[src/sv/tlex_pkg.sv]
// tlex_pkg: shared types and constants for the token lexer.
// Token kind codes, result token struct, push bundle and character constants.
// No dependencies; compiled first.
package tlex_pkg;

    // Default width of the offset and run-length counters
    localparam int OFFSET_BITS_DEF = 16;

    // Width of the offset and length fields on the result channel
    localparam int FIELD_W = 16;

    // Result queue depth; one byte may push two tokens
    localparam int QUEUE_DEPTH = 4;
    localparam int QUEUE_AW    = $clog2(QUEUE_DEPTH);
    localparam int PUSH_MAX    = 2;

    // Token kinds
    typedef enum logic [3:0] {
        KIND_ILLEGAL = 4'd0,
        KIND_END     = 4'd1,
        KIND_IDENT   = 4'd2,
        KIND_INT     = 4'd3,
        KIND_ASSIGN  = 4'd4,
        KIND_PLUS    = 4'd5,
        KIND_COMMA   = 4'd6,
        KIND_SEMI    = 4'd7,
        KIND_LPAREN  = 4'd8,
        KIND_RPAREN  = 4'd9,
        KIND_LBRACE  = 4'd10,
        KIND_RBRACE  = 4'd11,
        KIND_FN      = 4'd12,
        KIND_LET     = 4'd13
    } t_kind;

    // Characters the lexer looks at
    localparam logic [7:0] CH_NUL    = 8'h00;
    localparam logic [7:0] CH_LF     = 8'h0A;
    localparam logic [7:0] CH_SPACE  = 8'h20;
    localparam logic [7:0] CH_US     = 8'h5F;
    localparam logic [7:0] CH_F      = 8'h66;
    localparam logic [7:0] CH_N      = 8'h6E;
    localparam logic [7:0] CH_L      = 8'h6C;
    localparam logic [7:0] CH_E      = 8'h65;
    localparam logic [7:0] CH_T      = 8'h74;
    localparam logic [7:0] CH_ASSIGN = 8'h3D;
    localparam logic [7:0] CH_PLUS   = 8'h2B;
    localparam logic [7:0] CH_COMMA  = 8'h2C;
    localparam logic [7:0] CH_SEMI   = 8'h3B;
    localparam logic [7:0] CH_LPAREN = 8'h28;
    localparam logic [7:0] CH_RPAREN = 8'h29;
    localparam logic [7:0] CH_LBRACE = 8'h7B;
    localparam logic [7:0] CH_RBRACE = 8'h7D;

    // One result token
    typedef struct packed {
        t_kind              kind;
        logic [FIELD_W-1:0] start;
        logic [FIELD_W-1:0] length;
        logic [7:0]         first;
        logic               last;
    } t_token;

    // Tokens produced by one byte, in order; count is 0, 1 or 2
    typedef struct packed {
        logic [1:0] count;
        t_token     tok0;
        t_token     tok1;
    } t_push;

endpackage

[src/sv/tlex_if.sv]
// tlex_if: valid/ready channel interfaces for the token lexer.
// tlex_byte_if carries text bytes, tlex_token_if carries result tokens.
// Depends on nothing; compiled after tlex_pkg.
interface tlex_byte_if;
    logic       valid;
    logic       ready;
    logic [7:0] text_byte;

    modport source (output valid, output text_byte, input ready);
    modport sink   (input valid, input text_byte, output ready);
endinterface

interface tlex_token_if;
    logic        valid;
    logic        ready;
    logic [3:0]  token_kind;
    logic [15:0] start_offset;
    logic [15:0] token_length;
    logic [7:0]  first_byte;
    logic        last;

    modport source (output valid, output token_kind, output start_offset,
                    output token_length, output first_byte, output last,
                    input ready);
    modport sink   (input valid, input token_kind, input start_offset,
                    input token_length, input first_byte, input last,
                    output ready);
endinterface

[src/sv/tlex_scan.sv]
// tlex_scan: lexer state (offset, open run, keyword prefix) and per-byte
// token generation. Depends on tlex_pkg.
module tlex_scan #(
    parameter int OFFSET_BITS = tlex_pkg::OFFSET_BITS_DEF
) (
    input  logic              i_clk,
    input  logic              i_rst_n,
    input  logic              i_valid,
    input  logic [7:0]        i_byte,
    output tlex_pkg::t_push   o_push
);

    typedef enum logic [1:0] {
        RUN_NONE  = 2'd0,
        RUN_IDENT = 2'd1,
        RUN_INT   = 2'd2
    } t_run;

    typedef enum logic [2:0] {
        KW_NONE = 3'd0,
        KW_F    = 3'd1,
        KW_FN   = 3'd2,
        KW_L    = 3'd3,
        KW_LE   = 3'd4,
        KW_LET  = 3'd5
    } t_kw;

    localparam logic [OFFSET_BITS-1:0] OFS_MAX = '1;
    localparam logic [OFFSET_BITS-1:0] OFS_ONE = OFFSET_BITS'(1);

    logic [OFFSET_BITS-1:0] r_offset, n_offset;
    t_run                   r_run, n_run;
    logic [OFFSET_BITS-1:0] r_run_start, n_run_start;
    logic [OFFSET_BITS-1:0] r_run_len, n_run_len;
    logic [7:0]             r_run_first, n_run_first;
    t_kw                    r_kw, n_kw;

    logic       is_alpha, is_digit, is_skip, is_end, cont;
    logic       emit_run, emit_byte;
    t_kw        kw_step, kw_first;
    tlex_pkg::t_kind run_kind_out, byte_kind;
    tlex_pkg::t_token run_tok, byte_tok;
    logic [OFFSET_BITS-1:0] offset_inc, len_inc;
    logic [31:0] run_start32, run_len32, offset32;

    // Byte classes
    always_comb begin
        is_alpha = (i_byte >= 8'h61 && i_byte <= 8'h7A) ||
                   (i_byte >= 8'h41 && i_byte <= 8'h5A) ||
                   (i_byte == tlex_pkg::CH_US);
        is_digit = (i_byte >= 8'h30 && i_byte <= 8'h39);
        is_skip  = (i_byte == tlex_pkg::CH_SPACE) || (i_byte == tlex_pkg::CH_LF);
        is_end   = (i_byte == tlex_pkg::CH_NUL);
    end

    // Punctuation decode
    always_comb begin
        unique case (i_byte)
            tlex_pkg::CH_ASSIGN: byte_kind = tlex_pkg::KIND_ASSIGN;
            tlex_pkg::CH_PLUS:   byte_kind = tlex_pkg::KIND_PLUS;
            tlex_pkg::CH_COMMA:  byte_kind = tlex_pkg::KIND_COMMA;
            tlex_pkg::CH_SEMI:   byte_kind = tlex_pkg::KIND_SEMI;
            tlex_pkg::CH_LPAREN: byte_kind = tlex_pkg::KIND_LPAREN;
            tlex_pkg::CH_RPAREN: byte_kind = tlex_pkg::KIND_RPAREN;
            tlex_pkg::CH_LBRACE: byte_kind = tlex_pkg::KIND_LBRACE;
            tlex_pkg::CH_RBRACE: byte_kind = tlex_pkg::KIND_RBRACE;
            default:             byte_kind = tlex_pkg::KIND_ILLEGAL;
        endcase
    end

    // Keyword prefix tracking
    always_comb begin
        kw_step = KW_NONE;
        if (r_kw == KW_F && i_byte == tlex_pkg::CH_N) kw_step = KW_FN;
        if (r_kw == KW_L && i_byte == tlex_pkg::CH_E) kw_step = KW_LE;
        if (r_kw == KW_LE && i_byte == tlex_pkg::CH_T) kw_step = KW_LET;
        kw_first = KW_NONE;
        if (i_byte == tlex_pkg::CH_F) kw_first = KW_F;
        if (i_byte == tlex_pkg::CH_L) kw_first = KW_L;
    end

    // Saturating increments
    assign offset_inc = (r_offset == OFS_MAX) ? OFS_MAX : r_offset + OFS_ONE;
    assign len_inc    = (r_run_len == OFS_MAX) ? OFS_MAX : r_run_len + OFS_ONE;

    // Run continuation and token emission
    always_comb begin
        cont = ((r_run == RUN_IDENT) && (is_alpha || is_digit)) ||
               ((r_run == RUN_INT) && is_digit);
        emit_run  = (r_run != RUN_NONE) && !cont;
        emit_byte = !cont && (is_end || !(is_skip || is_alpha || is_digit));

        if (r_run == RUN_INT) begin
            run_kind_out = tlex_pkg::KIND_INT;
        end else if (r_kw == KW_FN) begin
            run_kind_out = tlex_pkg::KIND_FN;
        end else if (r_kw == KW_LET) begin
            run_kind_out = tlex_pkg::KIND_LET;
        end else begin
            run_kind_out = tlex_pkg::KIND_IDENT;
        end

        run_start32 = 32'(r_run_start);
        run_len32   = 32'(r_run_len);
        offset32    = 32'(r_offset);

        run_tok.kind   = run_kind_out;
        run_tok.start  = run_start32[tlex_pkg::FIELD_W-1:0];
        run_tok.length = run_len32[tlex_pkg::FIELD_W-1:0];
        run_tok.first  = r_run_first;
        run_tok.last   = !emit_byte;

        byte_tok.kind   = is_end ? tlex_pkg::KIND_END : byte_kind;
        byte_tok.start  = offset32[tlex_pkg::FIELD_W-1:0];
        byte_tok.length = is_end ? '0 : tlex_pkg::FIELD_W'(1);
        byte_tok.first  = i_byte;
        byte_tok.last   = 1'b1;

        o_push.count = i_valid ? ({1'b0, emit_run} + {1'b0, emit_byte}) : 2'd0;
        o_push.tok0  = emit_run ? run_tok : byte_tok;
        o_push.tok1  = byte_tok;
    end

    // Next state
    always_comb begin
        n_offset    = r_offset;
        n_run       = r_run;
        n_run_start = r_run_start;
        n_run_len   = r_run_len;
        n_run_first = r_run_first;
        n_kw        = r_kw;
        if (cont) begin
            n_run_len = len_inc;
            n_kw      = (r_run == RUN_IDENT) ? kw_step : KW_NONE;
            n_offset  = offset_inc;
        end else if (is_end) begin
            n_offset    = '0;
            n_run       = RUN_NONE;
            n_run_start = '0;
            n_run_len   = '0;
            n_run_first = '0;
            n_kw        = KW_NONE;
        end else if (is_alpha || is_digit) begin
            n_run       = is_digit ? RUN_INT : RUN_IDENT;
            n_run_start = r_offset;
            n_run_len   = OFS_ONE;
            n_run_first = i_byte;
            n_kw        = is_digit ? KW_NONE : kw_first;
            n_offset    = offset_inc;
        end else begin
            n_run     = RUN_NONE;
            n_run_len = '0;
            n_kw      = KW_NONE;
            n_offset  = offset_inc;
        end
    end

    // State registers
    always_ff @(posedge i_clk) begin
        if (!i_rst_n) begin
            r_offset    <= '0;
            r_run       <= RUN_NONE;
            r_run_start <= '0;
            r_run_len   <= '0;
            r_run_first <= '0;
            r_kw        <= KW_NONE;
        end else if (i_valid) begin
            r_offset    <= n_offset;
            r_run       <= n_run;
            r_run_start <= n_run_start;
            r_run_len   <= n_run_len;
            r_run_first <= n_run_first;
            r_kw        <= n_kw;
        end
    end

endmodule

[src/sv/tlex_queue.sv]
// tlex_queue: small result queue that takes up to two tokens per cycle
// and hands out one per transaction. Depends on tlex_pkg.
module tlex_queue (
    input  logic             i_clk,
    input  logic             i_rst_n,
    input  tlex_pkg::t_push  i_push,
    output logic             o_space,
    output logic             o_valid,
    input  logic             i_ready,
    output tlex_pkg::t_token o_token
);

    localparam int AW = tlex_pkg::QUEUE_AW;
    localparam logic [AW:0] SPACE_LIMIT = (AW+1)'(tlex_pkg::QUEUE_DEPTH - tlex_pkg::PUSH_MAX);

    tlex_pkg::t_token r_mem [tlex_pkg::QUEUE_DEPTH];
    logic [AW-1:0] r_wr, n_wr;
    logic [AW-1:0] r_rd, n_rd;
    logic [AW:0]   r_count, n_count;
    logic          pop;
    logic [AW-1:0] wr_next;

    assign o_valid = (r_count != '0);
    assign o_token = r_mem[r_rd];
    assign o_space = (r_count <= SPACE_LIMIT);
    assign pop     = o_valid && i_ready;
    assign wr_next = r_wr + AW'(1);

    // Pointer and fill count update
    always_comb begin
        n_wr    = r_wr + AW'(i_push.count);
        n_rd    = pop ? r_rd + AW'(1) : r_rd;
        n_count = r_count + (AW+1)'(i_push.count) - (AW+1)'(pop);
    end

    always_ff @(posedge i_clk) begin
        if (!i_rst_n) begin
            r_wr    <= '0;
            r_rd    <= '0;
            r_count <= '0;
        end else begin
            r_wr    <= n_wr;
            r_rd    <= n_rd;
            r_count <= n_count;
        end
    end

    // Token storage
    always_ff @(posedge i_clk) begin
        if (i_push.count != 2'd0) begin
            r_mem[r_wr] <= i_push.tok0;
        end
        if (i_push.count == 2'd2) begin
            r_mem[wr_next] <= i_push.tok1;
        end
    end

endmodule

[src/sv/token_lexer_core.sv]
// token_lexer_core: streaming lexer top level: input byte register,
// scanner and result queue. Depends on tlex_pkg, tlex_if, tlex_scan, tlex_queue.
//
//   channel   direction  payload                                        per transaction
//   i_text    in         text_byte                                      one source byte
//   o_token   out        token_kind, start_offset, token_length,        one token
//                        first_byte, last
//
// A byte is taken every cycle while the result queue has room for two
// tokens; it is lexed while it sits in the input register, and its tokens
// are written to the queue at the first edge that finds that room.
// A byte that closes a run and gives a token of its own yields two tokens,
// which leave the queue in two transactions. A stall on o_token drops
// i_text.ready once the queue holds more than two tokens while a byte waits
// in the input register. Reset is synchronous and clears the offset, the
// open run and the queue.
module token_lexer_core #(
    parameter int OFFSET_BITS = tlex_pkg::OFFSET_BITS_DEF
) (
    input  logic   i_clk,
    input  logic   i_rst_n,
    tlex_byte_if.sink    i_text,
    tlex_token_if.source o_token
);

    logic             r_in_valid;
    logic [7:0]       r_in_byte;
    logic             space;
    logic             advance;
    tlex_pkg::t_push  push;
    tlex_pkg::t_token head;

    assign advance      = r_in_valid && space;
    assign i_text.ready = !r_in_valid || advance;

    // Input byte register
    always_ff @(posedge i_clk) begin
        if (!i_rst_n) begin
            r_in_valid <= 1'b0;
        end else if (i_text.ready) begin
            r_in_valid <= i_text.valid;
        end
    end

    always_ff @(posedge i_clk) begin
        if (i_text.ready && i_text.valid) begin
            r_in_byte <= i_text.text_byte;
        end
    end

    tlex_scan #(
        .OFFSET_BITS (OFFSET_BITS)
    ) u_scan (
        .i_clk   (i_clk),
        .i_rst_n (i_rst_n),
        .i_valid (advance),
        .i_byte  (r_in_byte),
        .o_push  (push)
    );

    tlex_queue u_queue (
        .i_clk   (i_clk),
        .i_rst_n (i_rst_n),
        .i_push  (push),
        .o_space (space),
        .o_valid (o_token.valid),
        .i_ready (o_token.ready),
        .o_token (head)
    );

    // Result channel fields
    assign o_token.token_kind   = head.kind;
    assign o_token.start_offset = head.start;
    assign o_token.token_length = head.length;
    assign o_token.first_byte   = head.first;
    assign o_token.last         = head.last;

endmodule

[src/flat_wrapper.sv]
// flat-port wrapper written by rule: the top's interface ports become plain ports
module token_lexer_core_flat 
#(
    parameter int OFFSET_BITS = tlex_pkg::OFFSET_BITS_DEF
)
  (i_clk, i_rst_n, i_text_valid, i_text_text_byte, i_text_ready, o_token_valid, o_token_token_kind, o_token_start_offset, o_token_token_length, o_token_first_byte, o_token_last, o_token_ready);
  tlex_byte_if i_text_i ();
  tlex_token_if o_token_i ();
  input  logic i_clk;
  input  logic i_rst_n;
  input wire logic [$bits(i_text_i.valid)-1:0] i_text_valid;
  input wire logic [$bits(i_text_i.text_byte)-1:0] i_text_text_byte;
  output wire logic [$bits(i_text_i.ready)-1:0] i_text_ready;
  output wire logic [$bits(o_token_i.valid)-1:0] o_token_valid;
  output wire logic [$bits(o_token_i.token_kind)-1:0] o_token_token_kind;
  output wire logic [$bits(o_token_i.start_offset)-1:0] o_token_start_offset;
  output wire logic [$bits(o_token_i.token_length)-1:0] o_token_token_length;
  output wire logic [$bits(o_token_i.first_byte)-1:0] o_token_first_byte;
  output wire logic [$bits(o_token_i.last)-1:0] o_token_last;
  input wire logic [$bits(o_token_i.ready)-1:0] o_token_ready;
  assign i_text_i.valid = i_text_valid;
  assign i_text_i.text_byte = i_text_text_byte;
  assign i_text_ready = i_text_i.ready;
  assign o_token_valid = o_token_i.valid;
  assign o_token_token_kind = o_token_i.token_kind;
  assign o_token_start_offset = o_token_i.start_offset;
  assign o_token_token_length = o_token_i.token_length;
  assign o_token_first_byte = o_token_i.first_byte;
  assign o_token_last = o_token_i.last;
  assign o_token_i.ready = o_token_ready;
  token_lexer_core #(.OFFSET_BITS(OFFSET_BITS)) u_core (.i_clk(i_clk), .i_rst_n(i_rst_n), .i_text(i_text_i), .o_token(o_token_i));
endmodule
[config.mk]
export PLATFORM = sky130hd
export DESIGN_NAME = token_lexer_core_flat
export DESIGN_NICKNAME = d
export VERILOG_FILES = /design/src/sv/tlex_pkg.sv /design/src/sv/tlex_if.sv /design/src/sv/tlex_scan.sv /design/src/sv/tlex_queue.sv /design/src/sv/token_lexer_core.sv /design/src/flat_wrapper.sv
export SDC_FILE = /design/constraint.sdc
export NUM_CORES = 1
export LEC_CHECK = 0
export ABC_AREA = 1
export CAP_MARGIN = 20
export CORE_UTILIZATION = 55
export CTS_CLUSTER_DIAMETER = 80
export DETAILED_ROUTE_END_ITERATION = 10
export DONT_BUFFER_PORTS = 1
export PLACE_DENSITY = 0.73
export SYNTH_ARGS = -nofsm -noshare
export SYNTH_HDL_FRONTEND = slang
export SYNTH_SLANG_ARGS = --single-unit
export TNS_END_PERCENT = 5
[constraint.sdc]
create_clock -name i_clk -period 3.3 [get_ports i_clk]
set_clock_uncertainty 0.15 [all_clocks]
set_input_delay 0.99 -clock i_clk [delete_from_list [all_inputs] [get_ports i_clk]]
set_output_delay 0.99 -clock i_clk [all_outputs]
set_load 0.02 [all_outputs]
==> metrics <==
share of cells above drive strength 1=9.05%; Post-DP Area=around 14,000 um2; top routing layer in use=met4; RR Startpoint=u_core.r_in_byte[7]$_DFFE_PP_; Final nets=1,810; Max Cap Viol=0; io pins=59; hold_buf cts=0; H-tree levels=1; Place WS=0.137 ns; DRT met1 WL=16,300 um; chip width=158 um; die area=25,100 um2; post-synth top area share=27.7%; All-Layer GR Usage=29.8%; CP Class=reg2out; number of CTS-inserted buffers=29; post-synth top area cell=edfxtp_1; Syn Area/Cell=~7.4 um2; first-pass GRT wire length=58,000 um; CTS Buffer Depth=3; clk slew on worst S/H paths=0.06 ns; setup slack after layout=between 0.04 and 0.05 ns; unrepaired setup endpoints after global routing=true; achievable frequency=307 MHz; DP Wirelength=around 23,000 um; Port Buf Inserts=0; Critical Path End Type=primary output; routed length on met3=around 4000 um; CTS tree=done; via/cell ratio=approximately 5.7; CP startpoint kind=flip-flop; Synth area leaders=edfxtp_1 28%, dfxtp_1 20%, nand2_1 18%, nand3_1 6.8%, nor2_1 5.1%; clock period minus final worst setup slack=3.25 ns; maximum vdd drop=0.466 mV; Min-Delay Path Class=reg2reg; Unique masters post-synth=40; diode count=0; routed vias=roughly 12,000; final-layout fill cell count=between 2,000 and 2,500; Starting DRT DRC Count=1,391; Layout area overhead=10.4%; total power=around 0.0087 W; Congestion Overflow GR=0; Fin. Hold Viols=0; initial antenna violation count=0; Critical Path AT=around 2.1 ns; #FFs+latches synth=259; Hold Crit Start=u_core.u_scan.r_run_first[7]$_SDFFE_PN0P_; pwr dens=585 nW/um2; DRC=0; Die Y=around 160 um; Root Driver=clkbuf_16; DR WL/cell=17.5 um; First-pass DRT Iterations=6; Placer Congestion=0.919; CTS Sinks=259; Post-Syn Area=13,400 um2; floorplan core area=23,800 um2; crit share post-route=98.6%; final setup fails=0; max-slew violation count=0; largest net degree at the start of global routing=91; CP required=2.16 ns; Ys Warns=0; register area share after synthesis=a little under half; Worst-Skew Late Latency=0.56 ns; final instance area=14,800 um2; number of global-route vias before repair=10,800; Worst Tran Pin Value=0.858 ns; Post-Syn Instances=1,819; run status=finished clean; Starting Density=56.6%; WL met2=16,200 um; Routed WL=roughly 37,000 um; Cell Rows=56; DRT antenna net count=0; Net Count, Synth=1,839; Worst slew margin=42.8%; crit path max fanout=34; P_leak=roughly 6.4 nW
==> state kept, by name, summed over array words and instances, names as in the netlist, named ones only <==
register,count
u_core.r_in_byte,8
u_core.r_in_valid,1
u_core.u_queue.r_count,3
u_core.u_queue.r_mem,180
u_core.u_queue.r_rd,2
u_core.u_queue.r_wr,2
u_core.u_scan.r_kw,3
u_core.u_scan.r_offset,16
u_core.u_scan.r_run,2
u_core.u_scan.r_run_first,8
u_core.u_scan.r_run_len,16
u_core.u_scan.r_run_start,16
==> layout by cell type (no fill, tap or decap), types with 2 or more instances in the layout <==
cell type and count:
nand2_8 2, nand3_1 184, o22ai_2 8, xor2_1 10
clkinv_4 2, buf_4 36, clkbuf_1 6, nand2_2 14
buf_12 16, inv_1 118, o22ai_1 37, a21oi_1 47
a21oi_2 2, clkinvlp_4 4, nor2_1 182, clkinv_1 6
ha_1 7, nand3b_1 5, clkinv_2 9, inv_2 11
nand2_1 632, clkbuf_16 29, nor3_1 13, dfxtp_1 134
o21ai_0 115, edfxtp_1 124, nand4_1 23, nor2_2 4
nor2_4 14, nand3_2 4
==> layer usage <==
metal,global-route usage (%),vias to the layer above
li1,-,5859
met1,42.7,5519
met2,46.5,609
met3,4.87,68
met4,8.01,0
met5,0,-
==> layout make-up <==
class	count	area, um2	area share (%)
sequential	259	6430	43.3
multi-input combinational	1313	6020	40.6
clock buffer	36	762	5.13
timing repair buffer	52	591	3.98
inverter	135	518	3.49
tap	319	399	2.69
clock inverter	18	126	0.851
==> power by group <==
| part | internal, W | switching [W] | leakage [nW] |
|---|---|---|---|
| logic | 0.000537 | 0.00150 | 3.77 |
| clock network | 0.00171 | 0.00131 | 0.436 |
| registers | 0.00353 | 0.0000949 | 2.24 |
==> path summary, 6_finish.rpt <==
path                                                    end  slack [ns]  depth (start not counted)
setup / recovery                      o_token_first_byte[2]        0.05                          4
hold / removal    u_core.u_scan.r_run_first[7]$_SDFFE_PN0P_        0.29                          2
setup reg to reg      u_core.u_queue.r_mem[0][32]$_DFFE_PP_        0.22                         14
hold reg to reg   u_core.u_scan.r_run_first[7]$_SDFFE_PN0P_        0.29                          2
==> repair_timing <==
item                                    4_1_cts  5_1_grt
pin swaps                                     0        0
cloned                                        0        0
endpoints found under the setup margin        1      216
setup buffers                                 0        5
resized for setup                             1       10
==> critical path, cell delays in order (launching register included) <==
cell	delay, ns
dfxtp_2	0.36
inv_2	0.31
buf_12	0.24
o21ai_0	0.09
o22ai_1	0.54
==> synth_stat cells <==
master	n
buf_4	13
nand4_1	23
fa_1	1
and2_1	1
nand3_1	184
nor3_1	13
nand2_8	2
inv_1	120
nor2_8	1
nand2_1	634
o2111ai_1	1
nor2_4	13
clkbuf_1	64
nor2_2	5
ha_1	7
nand2_4	1
nand3b_1	5
o211ai_1	1
dfxtp_1	135
buf_2	24
a21oi_2	2
edfxtp_1	124
nor4_1	1
clkinv_2	1
nand2_2	12
buf_1	5
buf_8	1
nor2_1	182
nand3_4	1
a21oi_1	47
clkinv_1	2
nand3_2	4
buf_6	5
o32ai_1	1
xor2_1	10
inv_4	1
or2_2	1
o21ai_0	115
inv_2	11
o22ai_1	45
==> logic make-up after synthesis <==
kind of cell | after synthesis | share of synthesized area, %
adders and majority gates | 8 | 0.800
xor gates and xnor gates | 10 | 0.651
buffers and inverters | 247 | 7.87
and+or+nand+nor | 1083 | 34.4
AOI/OAI and AO/OA | 212 | 8.44
DFF | 259 | 47.8
==> metrics by stage <==
stage	hold WS, ns	std cells	utilization [%]	TNS (ns)
6_report	0.288	2132	62.5	0
5_1_grt	0.313	2132	62.5	-0.0347
3_3_place_gp	0.272	2073	58.2	0
3_5_place_dp	0.274	2073	58.2	0
4_1_cts	0.285	2127	62.0	0
2_1_floorplan	0.262	1819	-	-7.19
No activity file was read; power rests on OpenSTA's default activity.
